**config.mk**
```make
export PLATFORM = sky130hd
export DESIGN_NAME = spi_frame_port_with_fifos
export DESIGN_NICKNAME = d
export VERILOG_FILES = /design/src/design/sfp_pkg.sv /design/src/design/sfp_fifo_mem.sv /design/src/design/spi_frame_port_with_fifos.sv
export VERILOG_INCLUDE_DIRS = /design/src /design/src/design
export SDC_FILE = /design/constraint.sdc
export NUM_CORES = 1
export LEC_CHECK = 0
export ABC_CLOCK_PERIOD_IN_PS = 5550
export BUFFER_PORTS_ARGS = -buffer_cell sky130_fd_sc_hd__buf_2
export CAP_MARGIN = 20
export CORE_MARGIN = 2
export CORE_UTILIZATION = 47
export CTS_CLUSTER_SIZE = 25
export DETAILED_ROUTE_END_ITERATION = 8
export PLACE_DENSITY = 0.62
export SYNTH_ARGS = -nofsm -noshare
export SYNTH_HDL_FRONTEND = slang
export SYNTH_SLANG_ARGS = --single-unit
```
**constraint.sdc**
```tcl
create_clock -name clk_i -period 5.55 [get_ports clk_i]
set_clock_uncertainty 0.2 [all_clocks]
set_input_delay 0.2775 -clock clk_i [delete_from_list [all_inputs] [get_ports clk_i]]
set_output_delay 0.2775 -clock clk_i [all_outputs]
set_load 0.01 [all_outputs]
```
**src/design/spi_frame_port_with_fifos_defines.svh**
```systemverilog
// Assertion helpers used by the top-level design file.
`ifndef SPI_FRAME_PORT_WITH_FIFOS_DEFINES_SVH
`define SPI_FRAME_PORT_WITH_FIFOS_DEFINES_SVH

// Condition holds at every clock edge out of reset.
`define SFP_ASSERT_ALWAYS(lbl, cond, msg) \
  lbl: assert property (@(posedge clk_i) disable iff (!rst_ni) (cond)) else $error(msg);

// Antecedent at one edge implies the consequent at the next edge.
`define SFP_ASSERT_NEXT(lbl, ante, cons, msg) \
  lbl: assert property (@(posedge clk_i) disable iff (!rst_ni) (ante) |=> (cons)) \
    else $error(msg);

`endif

```
**src/design/sfp_pkg.sv**
```systemverilog
`timescale 1ns / 1ps

package sfp_pkg;

  // Default FIFO depth in frames
  localparam int unsigned DefFifoDepth = 16;
  // Frame read when no client drives MISO
  localparam logic [7:0] PullupFrame = 8'hFF;
  // Most results one command can cause
  localparam int unsigned MaxRes = 3;

  typedef enum logic [2:0] {
    CMD_PUSH     = 3'd0,
    CMD_POP      = 3'd1,
    CMD_CANCEL   = 3'd2,
    CMD_TICK     = 3'd3,
    CMD_CL_START = 3'd4,
    CMD_CL_END   = 3'd5,
    CMD_SET_SEL  = 3'd6
  } cmd_e;

  typedef enum logic [2:0] {
    EV_ACK        = 3'd0,
    EV_HOST_START = 3'd1,
    EV_HOST_DONE  = 3'd2,
    EV_CL_START   = 3'd3,
    EV_CL_DONE    = 3'd4,
    EV_RX_DATA    = 3'd5,
    EV_END_CLIENT = 3'd6
  } ev_e;

  typedef enum logic [1:0] {
    CFG_HOST_MODE   = 2'd0,
    CFG_FRAME_DELAY = 2'd1,
    CFG_TX_LIMIT    = 2'd2,
    CFG_RX_LIMIT    = 2'd3
  } cfg_e;

  typedef enum logic [1:0] {
    ST_IDLE,
    ST_EXEC,
    ST_EMIT
  } st_e;

  typedef struct packed {
    cmd_e       cmd;
    logic [7:0] data_in;
    logic       flag_in;
    logic       client_present;
    logic [7:0] client_miso;
  } sfp_in_t;

  typedef struct packed {
    ev_e        event_res;
    logic [7:0] mosi;
    logic [7:0] miso;
    logic       ok;
    logic [7:0] rx_data;
    logic       last;
  } sfp_out_t;

endpackage

```
**src/design/sfp_fifo_mem.sv**
```systemverilog
`timescale 1ns / 1ps

// Frame store: one write port, one read port with registered data.
module sfp_fifo_mem #(
  parameter int unsigned Depth = sfp_pkg::DefFifoDepth
) (
  input  logic                     clk_i,
  input  logic                     we_i,
  input  logic [$clog2(Depth)-1:0] waddr_i,
  input  logic [7:0]               wdata_i,
  input  logic                     re_i,
  input  logic [$clog2(Depth)-1:0] raddr_i,
  output logic [7:0]               rdata_o
);

  logic [7:0] mem_q [Depth];
  logic [7:0] rdata_q;

  // Write port
  always_ff @(posedge clk_i) begin
    if (we_i) begin
      mem_q[waddr_i] <= wdata_i;
    end
  end

  // Read port, registered data
  always_ff @(posedge clk_i) begin
    if (re_i) begin
      rdata_q <= mem_q[raddr_i];
    end
  end

  assign rdata_o = rdata_q;

endmodule

```
**src/design/spi_frame_port_with_fifos.sv**
```systemverilog
`timescale 1ns / 1ps
`include "spi_frame_port_with_fifos_defines.svh"

// Channel   | Ports                           | Transfer
// ----------+---------------------------------+----------------------------------
// command   | start, busy, item_i             | start high while busy low
// result    | strobe_o, res_o                 | every cycle strobe_o is high
// config    | cfg_we_i, cfg_idx_i, cfg_wdata_i | every cycle cfg_we_i is high
//
// A command yields n = 1..3 results. In the EXEC state the TX and
// RX frame memories return the head entries and the FIFO state is updated;
// then the results, one per cycle, in order, with last on the final one.
// A new command is taken in the cycle of the final result.
// Reset (rst_ni, async, active low) clears pointers, counts, flags and the
// FSM; the frame memories are not cleared. Results cannot be stalled.
module spi_frame_port_with_fifos #(
  parameter int unsigned FifoDepth = sfp_pkg::DefFifoDepth
) (
  input  logic             clk_i,
  input  logic             rst_ni,
  input  logic             start,
  output logic             busy,
  input  sfp_pkg::sfp_in_t item_i,
  output logic             strobe_o,
  output sfp_pkg::sfp_out_t res_o,
  input  logic             cfg_we_i,
  input  sfp_pkg::cfg_e    cfg_idx_i,
  input  logic [15:0]      cfg_wdata_i
);

  import sfp_pkg::*;

  localparam int unsigned PW = $clog2(FifoDepth);
  localparam logic [PW:0] DepthW = FifoDepth[PW:0];

  // Wrap a sum below twice the depth back into the pointer range
  function automatic logic [PW-1:0] wrap(input logic [PW:0] s);
    logic [PW:0] t;
    t = (s >= DepthW) ? (s - DepthW) : s;
    return t[PW-1:0];
  endfunction

  // Capacity from a limit register; zero or oversize means full depth
  function automatic logic [PW:0] cap_of(input logic [4:0] lim);
    logic [PW:0] c;
    if (lim == 5'd0 || int'(lim) > int'(FifoDepth)) begin
      c = DepthW;
    end else begin
      c = (PW+1)'(lim);
    end
    return c;
  endfunction

  function automatic sfp_out_t mk_res(input ev_e ev, input logic [7:0] mo,
                                      input logic [7:0] mi, input logic okv,
                                      input logic [7:0] rx);
    sfp_out_t r;
    r.event_res = ev;
    r.mosi      = mo;
    r.miso      = mi;
    r.ok        = okv;
    r.rx_data   = rx;
    r.last      = 1'b0;
    return r;
  endfunction

  // Configuration registers
  logic        host_mode_q;
  logic [15:0] frame_delay_q;
  logic [4:0]  tx_limit_q, rx_limit_q;

  // FIFO and port state
  logic [PW-1:0] tx_head_q, tx_head_d, rx_head_q, rx_head_d;
  logic [PW:0]   tx_cnt_q, tx_cnt_d, rx_cnt_q, rx_cnt_d;
  logic          hbusy_q, hbusy_d;
  logic [15:0]   ticks_q, ticks_d;
  logic          att_q, att_d;
  logic          sel_q, sel_d;
  logic [7:0]    shift_q, shift_d;

  // Sequencer
  st_e       state_q, state_d;
  sfp_in_t   item_q;
  sfp_out_t  res_q [MaxRes];
  sfp_out_t  res_d [MaxRes];
  logic [1:0] res_k_q, res_k_d;
  logic      accept;
  sfp_out_t  cur_res;

  // Memory ports
  logic          tx_we, rx_we;
  logic [PW-1:0] tx_waddr, rx_waddr;
  logic [7:0]    tx_wdata, rx_wdata, tx_rdata, rx_rdata;

  sfp_fifo_mem #(.Depth(FifoDepth)) u_tx_mem (
    .clk_i   (clk_i),
    .we_i    (tx_we),
    .waddr_i (tx_waddr),
    .wdata_i (tx_wdata),
    .re_i    (accept),
    .raddr_i (tx_head_q),
    .rdata_o (tx_rdata)
  );

  sfp_fifo_mem #(.Depth(FifoDepth)) u_rx_mem (
    .clk_i   (clk_i),
    .we_i    (rx_we),
    .waddr_i (rx_waddr),
    .wdata_i (rx_wdata),
    .re_i    (accept),
    .raddr_i (rx_head_q),
    .rdata_o (rx_rdata)
  );

  // Config writes
  always_ff @(posedge clk_i or negedge rst_ni) begin
    if (!rst_ni) begin
      host_mode_q   <= 1'b0;
      frame_delay_q <= 16'd1;
      tx_limit_q    <= 5'd0;
      rx_limit_q    <= 5'd0;
    end else if (cfg_we_i) begin
      case (cfg_idx_i)
        CFG_HOST_MODE:   host_mode_q   <= cfg_wdata_i[0];
        CFG_FRAME_DELAY: frame_delay_q <= cfg_wdata_i;
        CFG_TX_LIMIT:    tx_limit_q    <= cfg_wdata_i[4:0];
        CFG_RX_LIMIT:    rx_limit_q    <= cfg_wdata_i[4:0];
        default: ;
      endcase
    end
  end

  // Handshake and result output
  assign cur_res  = res_q[res_k_q];
  assign res_o    = cur_res;
  assign strobe_o = (state_q == ST_EMIT);
  assign busy     = (state_q == ST_EXEC) || ((state_q == ST_EMIT) && !cur_res.last);
  assign accept   = start && !busy;

  // Sequencer next state
  always_comb begin
    state_d = state_q;
    res_k_d = res_k_q;
    case (state_q)
      ST_IDLE: begin
        if (accept) state_d = ST_EXEC;
      end
      ST_EXEC: begin
        state_d = ST_EMIT;
        res_k_d = 2'd0;
      end
      ST_EMIT: begin
        if (cur_res.last) begin
          state_d = accept ? ST_EXEC : ST_IDLE;
        end else begin
          res_k_d = res_k_q + 2'd1;
        end
      end
      default: state_d = ST_IDLE;
    endcase
  end

  // Command execution: read-modify-write of the FIFO state
  always_comb begin
    logic [PW:0]   tx_cap, rx_cap, rc;
    logic [PW-1:0] rh;
    logic [15:0]   ticks_dec, delay_eff;
    logic          hs_go, rxp_go;
    logic [7:0]    rxp_val, mo, mi, rxv;
    logic [1:0]    n;

    tx_head_d = tx_head_q;
    tx_cnt_d  = tx_cnt_q;
    rx_head_d = rx_head_q;
    rx_cnt_d  = rx_cnt_q;
    hbusy_d   = hbusy_q;
    ticks_d   = ticks_q;
    att_d     = att_q;
    sel_d     = sel_q;
    shift_d   = shift_q;
    tx_we     = 1'b0;
    tx_waddr  = tx_head_q;
    tx_wdata  = item_q.data_in;
    rx_we     = 1'b0;
    rx_waddr  = rx_head_q;
    rx_wdata  = 8'd0;
    for (int i = 0; i < MaxRes; i++) res_d[i] = res_q[i];

    tx_cap    = cap_of(tx_limit_q);
    rx_cap    = cap_of(rx_limit_q);
    ticks_dec = ticks_q - 16'd1;
    delay_eff = (frame_delay_q == 16'd0) ? 16'd1 : frame_delay_q;
    hs_go     = 1'b0;
    rxp_go    = 1'b0;
    rxp_val   = 8'd0;
    mo        = tx_rdata;
    mi        = 8'd0;
    rxv       = 8'd0;
    rc        = '0;
    rh        = '0;
    n         = 2'd0;

    if (state_q == ST_EXEC) begin
      for (int i = 0; i < MaxRes; i++) res_d[i] = '0;

      case (item_q.cmd)
        CMD_PUSH: begin
          if (tx_cnt_q < tx_cap) begin
            tx_we    = 1'b1;
            tx_waddr = wrap({1'b0, tx_head_q} + tx_cnt_q);
            tx_cnt_d = tx_cnt_q + 1'b1;
            if (host_mode_q && !hbusy_q) begin
              hs_go = 1'b1;
              // empty FIFO: the frame just written is the head
              if (tx_cnt_q == '0) mo = item_q.data_in;
            end
          end
        end
        CMD_POP: begin
          if (rx_cnt_q != '0) begin
            rxv       = rx_rdata;
            rx_head_d = wrap({1'b0, rx_head_q} + 1'b1);
            rx_cnt_d  = rx_cnt_q - 1'b1;
          end
          res_d[n] = mk_res(EV_RX_DATA, 8'd0, 8'd0, 1'b0, rxv);
          n = n + 2'd1;
        end
        CMD_CANCEL: begin
          tx_head_d = '0;
          tx_cnt_d  = '0;
          if (host_mode_q && hbusy_q) begin
            res_d[n] = mk_res(EV_HOST_DONE, 8'd0, 8'd0, 1'b0, 8'd0);
            n = n + 2'd1;
            hbusy_d = 1'b0;
            if (rx_cnt_q != '0) rx_cnt_d = rx_cnt_q - 1'b1;
            ticks_d = 16'd0;
            if (att_q) begin
              res_d[n] = mk_res(EV_END_CLIENT, 8'd0, 8'd0, 1'b0, 8'd0);
              n = n + 2'd1;
              att_d = 1'b0;
            end
          end
        end
        CMD_TICK: begin
          if (ticks_q != 16'd0) begin
            ticks_d = ticks_dec;
            if (ticks_dec == 16'd0) begin
              if (att_q) begin
                res_d[n] = mk_res(EV_END_CLIENT, 8'd0, 8'd0, 1'b1, 8'd0);
                n = n + 2'd1;
                att_d = 1'b0;
              end
              res_d[n] = mk_res(EV_HOST_DONE, 8'd0, 8'd0, 1'b1, 8'd0);
              n = n + 2'd1;
              // chain the next queued frame
              if (tx_cnt_q != '0) hs_go = 1'b1;
              else hbusy_d = 1'b0;
            end
          end
        end
        CMD_CL_START: begin
          if (host_mode_q || !sel_q || hbusy_q) begin
            res_d[n] = mk_res(EV_ACK, 8'd0, PullupFrame, 1'b0, 8'd0);
            n = n + 2'd1;
          end else begin
            hbusy_d = 1'b1;
            if (tx_cnt_q != '0) begin
              mi        = tx_rdata;
              tx_head_d = wrap({1'b0, tx_head_q} + 1'b1);
              tx_cnt_d  = tx_cnt_q - 1'b1;
            end else begin
              mi = shift_q;
            end
            shift_d  = item_q.data_in;
            res_d[n] = mk_res(EV_CL_START, item_q.data_in, mi, 1'b0, 8'd0);
            n = n + 2'd1;
          end
        end
        CMD_CL_END: begin
          if (hbusy_q) begin
            hbusy_d = 1'b0;
            if (item_q.flag_in) begin
              rxp_go  = 1'b1;
              rxp_val = shift_q;
            end
            res_d[n] = mk_res(EV_CL_DONE, 8'd0, 8'd0, item_q.flag_in, 8'd0);
            n = n + 2'd1;
          end
        end
        CMD_SET_SEL: sel_d = item_q.flag_in;
        default: ;
      endcase

      // Host frame start: pop TX head, sample MISO, restart timer
      if (hs_go) begin
        tx_head_d = wrap({1'b0, tx_head_q} + 1'b1);
        tx_cnt_d  = tx_cnt_d - 1'b1;
        att_d     = item_q.client_present;
        mi        = item_q.client_present ? item_q.client_miso : PullupFrame;
        res_d[n]  = mk_res(EV_HOST_START, mo, mi, 1'b0, 8'd0);
        n = n + 2'd1;
        rxp_go    = 1'b1;
        rxp_val   = mi;
        hbusy_d   = 1'b1;
        ticks_d   = delay_eff;
      end

      // RX write; oldest frames go when over capacity
      if (rxp_go) begin
        rh = rx_head_d;
        rc = rx_cnt_d;
        if (rc == DepthW) begin
          rh = wrap({1'b0, rh} + 1'b1);
          rc = rc - 1'b1;
        end
        rx_we    = 1'b1;
        rx_waddr = wrap({1'b0, rh} + rc);
        rx_wdata = rxp_val;
        rc = rc + 1'b1;
        if (rc > rx_cap) begin
          rh = wrap({1'b0, rh} + (rc - rx_cap));
          rc = rx_cap;
        end
        rx_head_d = rh;
        rx_cnt_d  = rc;
      end

      // Nothing to report: plain ack
      if (n == 2'd0) begin
        res_d[0] = mk_res(EV_ACK, 8'd0, 8'd0, 1'b0, 8'd0);
        n = 2'd1;
      end
      res_d[n - 2'd1].last = 1'b1;
    end
  end

  // Control state
  always_ff @(posedge clk_i or negedge rst_ni) begin
    if (!rst_ni) begin
      state_q   <= ST_IDLE;
      res_k_q   <= 2'd0;
      tx_head_q <= '0;
      tx_cnt_q  <= '0;
      rx_head_q <= '0;
      rx_cnt_q  <= '0;
      hbusy_q   <= 1'b0;
      ticks_q   <= 16'd0;
      att_q     <= 1'b0;
      sel_q     <= 1'b0;
      shift_q   <= 8'd0;
    end else begin
      state_q   <= state_d;
      res_k_q   <= res_k_d;
      tx_head_q <= tx_head_d;
      tx_cnt_q  <= tx_cnt_d;
      rx_head_q <= rx_head_d;
      rx_cnt_q  <= rx_cnt_d;
      hbusy_q   <= hbusy_d;
      ticks_q   <= ticks_d;
      att_q     <= att_d;
      sel_q     <= sel_d;
      shift_q   <= shift_d;
    end
  end

  // Payload registers
  always_ff @(posedge clk_i) begin
    if (accept) item_q <= item_i;
    for (int i = 0; i < MaxRes; i++) res_q[i] <= res_d[i];
  end

  `SFP_ASSERT_ALWAYS(a_tx_cnt_range, tx_cnt_q <= DepthW, "TX count beyond depth")
  `SFP_ASSERT_ALWAYS(a_rx_cnt_range, rx_cnt_q <= DepthW, "RX count beyond depth")
  `SFP_ASSERT_NEXT(a_accept_exec, start && !busy, state_q == ST_EXEC, "accepted command not run")
  `SFP_ASSERT_NEXT(a_last_ends, strobe_o && res_o.last, !strobe_o, "result after last")

endmodule
```
Yosys cells after proc, flatten, opt, wreduce, memory -nomap -nowiden
Memory sizes are Yosys's and may differ from the RTL's. A register that Yosys moved wholly into a read port is not among the register bits.
Index checks and enable logic that the tools add are counted.
- logic and storage cells: 280
- input port bits: 43
- memories kept: 3
- register bits: 97
- memory bits (writable): 343
- output and inout port bits: 31
- order comparisons: 16
- equal/unequal tests: 22
- bitwise gates (word level): 7
- multiplexer cells: 143
- reduce and logical (&&, ||, !) cells: 45
- add/subtract/negate cells: 24
- memories (memory ; words ; bits a word ; rd ports ; clocked after memory_dff ; write ports ; line ; RTL):
    u_rx_mem.mem_q ; 16 ; 8 ; 1 ; 1 ; 1 ; sfp_fifo_mem.sv:16 ; logic [7:0] mem_q [Depth];
    u_tx_mem.mem_q ; 16 ; 8 ; 1 ; 1 ; 1 ; sfp_fifo_mem.sv:16 ;
    res_q ; 3 ; 29 ; 1 ; 0 ; 3 ; spi_frame_port_with_fifos.sv:84 ; sfp_out_t res_q [MaxRes];
- operators with widths (cell ; number):
    2-to-1 mux 29 bit ; 15
    2-to-1 mux 87 bit ; 5
    bitwise mux 87 bit ; 2
    demux 29 bit (select 2 bit) ; 3
    case mux 29 bit (5 select lines) ; 1
    2-to-1 mux 8 bit ; 14
    2-to-1 mux 4 bit ; 22
    AND 81 bit ; 1
    inverter 81 bit ; 1
    2-to-1 mux 5 bit ; 15
    2-to-1 mux 16 bit ; 4
    case mux 29 bit (2 select lines) ; 1
    2-to-1 mux 57 bit ; 1
    2-to-1 mux 1 bit ; 33
    zero test 16 bit ; 2
    2-to-1 mux 2 bit ; 16
    case mux 16 bit (2 select lines) ; 1
    greater-or-equal comparator 5 bit, second input constant ; 6
    2-to-1 mux 28 bit ; 1
    subtractor 4 x 1 -> 4 bit, second input constant ; 6
    subtractor 5 x 1 -> 5 bit, second input constant ; 4
    != test 3 bit, second input constant ; 6
    nonzero test 16 bit ; 1
    subtractor 16 x 1 -> 16 bit, second input constant ; 1
    other kinds (46) ; 95

Logic depth before layout (Yosys ltp)
Gate-level depths: netlist of the first run.
- word-level depth: 25
- depth in mapped cells: 25
- depth with buffers taken out: 23

By module
From an unflattened synthesis of the first run, not the netlist that was laid out.
- cells, all modules: 1471
- area total of the unflattened synthesis: 20384.6 um^2
- by module, submodules not included (module ; area an instance (um^2) ; sequential area each (um^2) ; cells each ; times used):
    sfp_fifo_mem ; 5227.5 ; 4083.9 ; 229 ; 2
    spi_frame_port_with_fifos ; 9929.5 ; 4575.6 ; 1013 ; 1

Worst setup path before layout of the first run
No wires, ideal clock.
- kind: register to register
- from: register rx_cnt_q[0]
- to: register rx_head_q[3]
- stages on the path, launching flop included: 25
- path slack: 0.476 ns
- arrival time: 4.787 ns
- required time: 5.263 ns
- library setup time: 0.087 ns
- clock period less this slack: 5.074 ns
- path buffers: 2
- path through: dfrtp_1 clkbuf_1 inv_1 ha_1 nor4b_2 a211oi_4 xnor2_2 inv_2 ha_1 nand2_1 nor3_1 nand2_1 clkbuf_1 o311ai_0 o31ai_1 a21boi_0 inv_1 fa_1 inv_1 ha_1 a21oi_1 xor2_1 mux2i_1 o31a_1 o211ai_1
- longest elaborated chain between the ends: 16
- elaborated cells between the ends (all ways): 30
- those cells by class: 8 x add/sub; 3 x order compare; 1 x eq/ne; 17 x mux; 1 x reduce/logical
- ends and longest elaborated chain (item ; line ; RTL):
    from (decl) ; spi_frame_port_with_fifos.sv:74 ; logic [PW:0] tx_cnt_q, tx_cnt_d, rx_cnt_q, rx_cnt_d;
    from (signal assigned) ; spi_frame_port_with_fifos.sv:357 ; rx_cnt_q <= rx_cnt_d;
    subtractor 5 x 1 -> 5 bit / nonzero test 5 bit (equally long branches) ; spi_frame_port_with_fifos.sv:223, spi_frame_port_with_fifos.sv:235, spi_frame_port_with_fifos.sv:220 ;
    2-to-1 mux 5 bit ; spi_frame_port_with_fifos.sv:220, spi_frame_port_with_fifos.sv:235 ;
    2-to-1 mux 5 bit ; spi_frame_port_with_fifos.sv:231 ; if (host_mode_q && hbusy_q) begin
    case mux 5 bit (2 select lines) ; spi_frame_port_with_fifos.sv:206 ; case (item_q.cmd)
    2-to-1 mux 5 bit ; spi_frame_port_with_fifos.sv:203 ; if (state_q == ST_EXEC) begin
    subtractor 5 x 1 -> 5 bit / == test 5 bit (equally long branches) ; spi_frame_port_with_fifos.sv:314, spi_frame_port_with_fifos.sv:312 ;
    2-to-1 mux 5 bit ; spi_frame_port_with_fifos.sv:312 ; if (rc == DepthW) begin
    2-to-1 mux 5 bit ; spi_frame_port_with_fifos.sv:309 ; if (rxp_go) begin
    2-to-1 mux 5 bit ; spi_frame_port_with_fifos.sv:203 ;
    adder 5 x 1 -> 5 bit ; spi_frame_port_with_fifos.sv:319 ; rc = rc + 1'b1;
    subtractor 5 bit ; spi_frame_port_with_fifos.sv:321 ; rh = wrap({1'b0, rh} + (rc - rx_cap));
    adder 4 x 5 -> 5 bit ; spi_frame_port_with_fifos.sv:321 ;
    subtractor 4 x 1 -> 4 bit / greater-or-equal comparator 5 bit (equally long branches) ; spi_frame_port_with_fifos.sv:39 ; t = (s >= DepthW) ? (s - DepthW) : s;
    2-to-1 mux 4 bit ; spi_frame_port_with_fifos.sv:39 ;
    2-to-1 mux 4 bit ; spi_frame_port_with_fifos.sv:320 ; if (rc > rx_cap) begin
    2-to-1 mux 4 bit * ; spi_frame_port_with_fifos.sv:309 ;
    to (signal assigned) ; spi_frame_port_with_fifos.sv:356 ; rx_head_q <= rx_head_d;
    to (decl) ; spi_frame_port_with_fifos.sv:73 ; logic [PW-1:0] tx_head_q, tx_head_d, rx_head_q, rx_head_d;
Every way passes the cells marked *; elsewhere a longest branch is shown, timed or not. The select of a mux whose other input is x is not followed.
A chain may end at the register's enable or synchronous reset.

Worst setup path in the final report of the first run
- from: register rx_cnt_q[1]
- to: register rx_head_q[3]
Same word-level chain as after synthesis.

==> run_results.csv, run 1 <==
group,metric,value,unit
outcome,status,"finished clean",
place,dp_hpwl,30200,um
layout,fin_nets,1647,
pwr,pwr-share-seq,39.7,%
sta,tns,0,ns
worst_setup_path,r2r_slack,0.39,ns
pwr,vdd_drop_max,0.295,mV
floorplanning,dieArea,0.0447,mm2
logic_synthesis,synth-edff-count,361,
hold_path,hp-class,"in2reg",
grt,grt_max_degree,70,
clock_tree,clock_latency,0.58,ns
logic_synthesis,yosysWarnings,0,
detailed_routing,num_vias,12287,
place,dp_slack,0.245,ns
grt,antenna_found_initial,0,
grt,grt_pass1_wl,71700,um
logic_synthesis,yosysTopAreaCellShare,53.6,%
clock_tree,numClockSinks,437,
pwr,comb_power_share,27.8,%
logic_synthesis,synth_xor_area_share,1.46,%
logic_synthesis,synth_area,0.0202,mm2
place,place.gp.congestion,0.873,
worst_setup_path,start_kind,"flip-flop",
flow_run,max_cap_viol_count,0,
floorplanning,pin_count,74,
grt,grt.overflow.total,0,
grt,gr-usage-all-layers,21.0,%
pwr,p_clk_share,32.6,%
pwr,intPower,7.11,mW
floorplanning,start_util,47.3,%
logic_synthesis,synthAdderAreaFrac,2.47,%
sta,fin_crit,5.16,ns
logic_synthesis,avgSynthCellArea,14.2,um2
logic_synthesis,syn-num-nets,1505,
detailed_routing,drc,0,
layout,diodes,0,
logic_synthesis,seq_area_frac_synth,63.0,%
clock_tree,cts_buffers,47,
floorplanning,row_count,76,
clock_tree,clock_path_buffers,3,
detailed_routing,drtPass1Iterations,5,
detailed_routing,drtAntennaViolNets,0,
logic_synthesis,async_reset_ff_share,17.4,%
layout,syn2layout_area_growth,16.2,%
sta,drv_slew,0,
floorplanning,die_h,212,um
pwr,p_leak,8.03,nW
place,io_buffers,73,
sta,worst_slew_pin_slew,1.00,ns
logic_synthesis,ys_types,95,
detailed_routing,vias_per_cell,5.72,
worst_setup_path,arrival,5.46,ns
logic_synthesis,postSynthCellCount,1426,
logic_synthesis,synth_mux_area_share,13.3,%
logic_synthesis,synth_top_family_by_area,"multiplexers",
sta,rsz0062_at_grt,"no",
logic_synthesis,yosysMostFrequentCell,"edfxtp_1",
logic_synthesis,ys_seq_elements,437,
grt,grt_pass1_vias,12371,
clock_tree,tritoncts,"built",
logic_synthesis,synth_top_area_cell,"edfxtp_1",
worst_setup_path,path_class,"reg2reg",
sta,fin_ws,0.387,ns
pwr,power.switching,3.25,mW
sta,max_clock_freq,194,MHz
sta,fin_crit_sh,93.0,%
worst_setup_path,cp_max_fo,11,
detailed_routing,drtIter0Drc,1070,
clock_tree,path_clk_slew,0.06,ns
place,dpl_cell_area,0.0214,mm2
clock_tree,htreeDepth,2,
sta,relSlewSlack,32.8,%
worst_setup_path,endpoint_kind,"flip-flop",
pwr,p_sw_share,31.3,%
layout,drive_above_1_share,23.0,%
clock_tree,cts_root_buf,"clkbuf_16",
layout,fin_area,0.0235,mm2
logic_synthesis,yosys-top-cells-area,"edfxtp_1 (54%), dfrtp_1 (9.3%), mux4_2 (8.9%)",
logic_synthesis,synthSimpleGateAreaFrac,10.0,%
sta,finalSetupViolCount,0,
detailed_routing,routedWlPerCell,21.3,um
floorplanning,die_w,212,um
floorplanning,coreArea,0.0428,mm2
logic_synthesis,synth_compound_area_share,7.32,%
logic_synthesis,synthFlopType,"edfxtp_1",
pwr,powerDensity,440,mW/mm2
detailed_routing,wirelength,45800,um
logic_synthesis,synth_common_cells,"edfxtp_1 (361), nor2_1 (148), nand2_1 (92), mux4_2 (80), dfrtp_1 (75)",
sta,finalHoldViolations,0,
worst_setup_path,crit_required,5.85,ns
-- final timing paths --
check,to,depth (start not counted),start
setup / recovery,rx_head_q[3],22,rx_cnt_q[1]
hold / removal,item_q[20],2,item_i[20]
setup reg to reg,rx_head_q[3],22,rx_cnt_q[1]
hold reg to reg,state_q[0],1,state_q[0]
max in group asynchronous,tx_head_q[0],3,rst_ni
min in group asynchronous,res_k_q[1],3,rst_ni
-- flip-flops by register name (all words and copies together) (netlist names), 2 cells and up --
name              flops
u_rx_mem.mem_q      128
tx_head_q             4
state_q               2
tx_wdata              8
u_tx_mem.rdata_o      8
res_k_q               2
res_q                68
rx_cnt_q              5
u_rx_mem.rdata_o      8
frame_delay_q        16
tx_cnt_q              5
tx_limit_q            5
rx_limit_q            5
ticks_q              16
item_q               13
shift_q               8
u_tx_mem.mem_q      128
rx_head_q             4
-- cells by family (layout without fill, tap and decap cells) --
family	Yosys count	count (layout)
and+or+nand+nor	408	408
xor gates and xnor gates	32	32
muxes	164	164
buffers and inverters	119	296
DFF	437	437
AOI/OAI and AO/OA	228	228
adders and majority gates	38	38
-- cell type report --
type,instances,area [um2]
clock buffer,57,1290
clock inverter,27,387
inverter,45,170
timing repair buffer,167,1190
tap,546,683
fill,3463,19300
multi-input combinational,870,7060
sequential,437,12700
-- power by group through the flow --
stage	clock, mW	combinational [mW]	sequential, mW
3_3_place_gp	0	2.80	4.17
4_1_cts	3.44	2.88	4.11
3_5_place_dp	0	2.84	4.18
6_report	3.38	2.88	4.11
5_1_grt	3.57	3.17	4.15
2_1_floorplan	0	2.24	4.02
-- cell usage in the layout (no fill, tap or decap), types with 8 or more instances in the layout --
| cell type | instances |
|---|---|
| edfxtp_1 | 361 |
| xnor2_1 | 21 |
| ha_1 | 32 |
| a22oi_1 | 13 |
| nand2_1 | 92 |
| and2_1 | 19 |
| mux4_2 | 80 |
| nand3_1 | 23 |
| a21oi_1 | 43 |
| nor4_1 | 11 |
| nor3_1 | 26 |
| mux2_2 | 41 |
| o21ai_0 | 66 |
| nor2b_1 | 15 |
| bufinv_16 | 9 |
| o21ai_1 | 20 |
| inv_1 | 43 |
| clkbuf_16 | 50 |
| buf_4 | 50 |
| dfrtp_1 | 73 |
| dlygate4sd3_1 | 44 |
| nand2b_1 | 15 |
| nor2_1 | 147 |
| mux2i_1 | 42 |
| xor2_1 | 9 |
| clkinv_2 | 9 |
| a211oi_2 | 8 |
| buf_2 | 72 |
| o31ai_1 | 8 |
-- what timing repair did --
| action | 4_1_cts | 5_1_grt |
|---|---|---|
| gates resized for setup | 0 | 2 |
| endpoints found under the setup margin | 0 | 25 |
| hold buffers | 44 | 0 |
| hold endpoints to repair | 124 | 0 |
| setup buffers | 0 | 0 |
-- per-layer routing --
metal,wire length [um],GRT usage [%]
met1,20800,30.0
met2,21800,33.8
met3,2210,3.20
met4,915,5.61
met5,0,0
-- through the flow --
step / total power, mW / util [%] / std cells / hold WS [ns]
global route: 10.9 / 55.0 / 2149 / 0.186
detailed placement: 7.01 / 50.0 / 2020 / -0.00286
floorplan: 6.26 / - / 1426 / -0.218
global placement: 6.97 / 50.0 / 2020 / -0.00387
finish: 10.4 / 55.0 / 2149 / 0.205
CTS: 10.4 / 54.9 / 2148 / 0.174
-- worst max-delay path, stage by stage, from the launching register on --
cell	delay [ns]
dfrtp_1	0.41
inv_1	0.11
ha_1	0.21
nor4b_2	0.16
buf_4	0.16
a211oi_4	0.29
xnor2_2	0.18
inv_2	0.15
ha_1	0.17
nand2_1	0.06
nor3_2	0.28
nand2_1	0.11
buf_4	0.21
o21ai_0	0.37
fa_1	0.54
inv_1	0.08
ha_1	0.22
a21o_1	0.18
a21oi_1	0.17
xor2_1	0.29
mux2i_1	0.12
o31a_1	0.25
o211ai_1	0.15
(Power assumes the default switching activity.)
==> run 2, diff against run 1 <==
--- a/config.mk
+++ b/config.mk
@@ -6,6 +6,7 @@
 export SDC_FILE = /design/constraint.sdc
 export NUM_CORES = 1
 export LEC_CHECK = 0
+export ABC_AREA = 1
 export ABC_CLOCK_PERIOD_IN_PS = 5550
 export BUFFER_PORTS_ARGS = -buffer_cell sky130_fd_sc_hd__buf_2
 export CAP_MARGIN = 20
==> run 2 against run 1 <==
Net effect:
- sequential power shrank 2%
- register-to-register slack gained 0.13 ns
- utilization shrank 0.51 points
- first-iteration DRC count grew 32%
- critical endpoint is now u_rx_mem.mem_q[5][2]
- sequential share of layout area grew 0.50 points
- critical path depth grew 1
- cell count grew 25%
- cell area shrank 0.93%
==> run_results.csv, run 2 <==
group,metric,value,unit
hold_path,holdPathEnd,"tx_limit_q[3]",
logic_synthesis,yosysTopAreaCellShare,53.5,%
logic_synthesis,synthFlopType,"edfxtp_1",
clock_tree,htreeDepth,2,
floorplanning,start_util,47.3,%
detailed_routing,vias_per_cell,5.63,
worst_setup_path,critical_path.slowest_cell,"nor2_1",
clock_tree,numClockSinks,437,
sta,worst_slew_pin_slew,1.02,ns
sta,rsz0062_at_grt,"no",
worst_setup_path,r2r-start,"rx_cnt_q[0]",
floorplanning,die_w,212,um
worst_setup_path,cp_max_fo,15,
detailed_routing,wirelength,52900,um
detailed_routing,drtPass1Iterations,7,
detailed_routing,num_vias,15082,
grt,grt_max_degree,65,
layout,drive_above_1_share,11.5,%
grt,grt.overflow.total,0,
logic_synthesis,yosysWarnings,0,
pwr,powerDensity,441,mW/mm2
layout,fin_nets,2172,
place,place.gp.congestion,0.904,
grt,antenna_found_initial,2,
sta,tns,0,ns
sta,drv_slew,0,
layout,multi_input_area,0.00655,mm2
floorplanning,dieArea,0.0448,mm2
layout,final_common_cell,"edfxtp_1",
worst_setup_path,ff2ff_path_depth,23,
clock_tree,clock_path_buffers,3,
worst_setup_path,path_class,"reg2reg",
worst_setup_path,r2r-end,"u_rx_mem.mem_q[5][2]",
logic_synthesis,synth_area,0.0203,mm2
detailed_routing,drtIter0Drc,1415,
worst_setup_path,arrival,5.05,ns
logic_synthesis,seq_area_frac_synth,62.9,%
clock_tree,cts_buffers,47,
detailed_routing,drtAntennaViolNets,0,
layout,final_cell_mix,"edfxtp_1 (361), nor2_1 (308), nand2_1 (272), o21ai_0 (230), inv_1 (164)",
place,io_buffers,73,
outcome,status,"finished clean",
logic_synthesis,yosys-top-cells-area,"edfxtp_1 (54%), dfrtp_1 (9.3%), nor2_1 (5.8%)",
logic_synthesis,synth_top_area_cell,"edfxtp_1",
sta,max_clock_freq,199,MHz
clock_tree,cts_root_buf,"clkbuf_16",
logic_synthesis,synth_compound_area_share,12.6,%
logic_synthesis,synthSimpleGateAreaFrac,15.6,%
pwr,vdd_drop_max,0.237,mV
worst_setup_path,crit_required,5.57,ns
flow_run,max_cap_viol_count,0,
worst_setup_path,crit_path_max_incr_delay,0.52,ns
pwr,p_leak,8.82,nW
layout,num-fill-cells,3750,
sta,finalSetupViolCount,0,
clock_tree,clock_latency,0.59,ns
logic_synthesis,avgSynthCellArea,10.3,um2
logic_synthesis,synthAdderAreaFrac,2.37,%
worst_setup_path,crit_top_cell,"nand2_1",
grt,grt_pass1_wl,83000,um
sta,relSlewSlack,31.9,%
sta,finalHoldViolations,0,
hold_path,hp-class,"in2reg",
grt,grt_pass1_vias,14618,
worst_setup_path,r2r_slack,0.52,ns
grt,gr-usage-all-layers,24.2,%
logic_synthesis,ys_types,53,
logic_synthesis,synth_common_cells,"edfxtp_1 (361), nor2_1 (315), nand2_1 (272), o21ai_0 (230), inv_1 (164)",
floorplanning,die_h,212,um
worst_setup_path,path_cells,"inv_1 > ha_1 > nand3_2 > nand2_1 > nand2_1 > nand2_1 > ha_1 > nand3_1 > inv_1 > nand3_4 > inv_1 > nand2_1 > xor2_1 > inv_1 > ha_1 > inv_1 > nor2_1 > nor2_1 > xor2_1 > nand2_1 > nand2_1 > nand2_1 > nor2_1",
hold_path,holdCritStartpoint,"cfg_idx_i[0]",
layout,regArea,0.0127,mm2
worst_setup_path,start_kind,"flip-flop",
floorplanning,coreArea,0.0428,mm2
place,dp_hpwl,34900,um
floorplanning,row_count,76,
detailed_routing,drc,0,
floorplanning,pin_count,74,
worst_setup_path,crit_start,"rx_cnt_q[0]",
detailed_routing,routedWlPerCell,19.8,um
clock_tree,path_clk_slew,0.06,ns
layout,diodes,0,
clock_tree,post_cts_buffers,0,
logic_synthesis,synth_xor_area_share,1.46,%
logic_synthesis,postSynthCellCount,1966,
sta,fin_crit_sh,90.6,%
logic_synthesis,yosysMostFrequentCell,"edfxtp_1",
layout,biggestRegsByFlops,"u_rx_mem.mem_q x128, u_tx_mem.mem_q x128, res_q x68",
worst_setup_path,endpoint_kind,"flip-flop",
pwr,power,10.3,mW
logic_synthesis,synth-edff-count,361,
logic_synthesis,async_reset_ff_share,17.4,%
logic_synthesis,ys_seq_elements,437,
logic_synthesis,syn-num-nets,2045,
logic_synthesis,synth_top_family_by_area,"simple AND/OR/NAND/NOR gates",
clock_tree,tritoncts,"built",
sta,fin_crit,5.03,ns
layout,syn2layout_area_growth,15.1,%
hold_path,hold_depth,4,
logic_synthesis,synth_mux_area_share,0,%
[run 2: cell types whose count changed in the layout (fill, tap and decap cells not counted), sizes merged, moves of 62 or more]
cell | before | now
a21oi | 44 | 106
inv | 48 | 177
mux4 | 80 | 0
nand2 | 95 | 284
nand3 | 23 | 87
nor2 | 149 | 323
o21ai | 90 | 235
[run 2: what timing repair did]
action | CTS | global route
hold endpoints to repair | 111 | 0
resized for setup | 0 | 6
setup endpoints to repair | 0 | 65
hold buffers | 46 | 0
[run 2: area by class of cell]
type	instances	share of cell area, %
Clock buffer	57	5.25
Clock inverter	30	1.10
Inverter	182	2.93
Multi-Input combinational cell	1262	28.1
Sequential cell	437	54.7
Tap cell	546	2.93
Timing Repair Buffer	163	5.01
[run 2: cell families (layout without fill, tap and decap cells)]
logic type                 count (synthesis)  in the layout
DFF                                      437            437
xor gates and xnor gates                  33             33
and+or+nand+nor                          744            744
adders and majority gates                 36             36
AOI/OAI and AO/OA                        449            449
buffers and inverters                    267            432
[run 2: power breakdown]
part,switching (mW),internal (mW)
clock network,1.28,1.76
logic,2.20,1.01
registers,0.234,3.81
total,3.71,6.57
[run 2: through the flow]
stage                     util [%]  setup slack, ns  hold slack, ns  cells  cell area [um2]
after floorplan                  -             1.24          -0.218   1966            20300
after global placement        49.9            0.675        -0.00101   2544            21300
after detailed placement      49.9            0.380         0.00171   2544            21300
after CTS                     54.4            0.360          0.0192   2677            23300
after global routing          54.5           0.0736          0.0957   2677            23300
final                         54.5            0.520          0.0435   2677            23300
[run 2: how the worst max path moves through the flow]
| stage | endpoint | slack (ns) | cells after the start |
|---|---|---|---|
| finish | u_rx_mem.mem_q[5][2] | 0.52 | 23 |
| global route | u_rx_mem.mem_q[4][7] | 0.07 | 23 |
| CTS | u_rx_mem.mem_q[7][0] | 0.36 | 23 |
| detailed placement | u_rx_mem.mem_q[7][5] | 0.38 | 23 |
| global placement | u_rx_mem.mem_q[7][7] | 0.67 | 23 |
| floorplan | rx_head_q[3] | 1.24 | 30 |
[run 2: layer usage]
| layer | global-route usage, % | wire [um] | up-vias |
|---|---|---|---|
| met5 | 0 | 23 | - |
| li1 | - | - | 7132 |
| met4 | 7.04 | 1200 | 4 |
| met2 | 39.0 | 24400 | 566 |
| met1 | 34.1 | 23600 | 7283 |
| met3 | 3.93 | 3800 | 97 |
[run 2: worst max-delay path: cells and delay by family (launching register included)]
| family | cells | cell delay, ns |
|---|---|---|
| XOR/XNOR | 2 | 0.67 |
| adder cells (fa/ha/maj) | 3 | 0.77 |
| buffers and inverters | 5 | 0.52 |
| flip-flops | 1 | 0.39 |
| AND/OR/NAND/NOR | 13 | 2.08 |
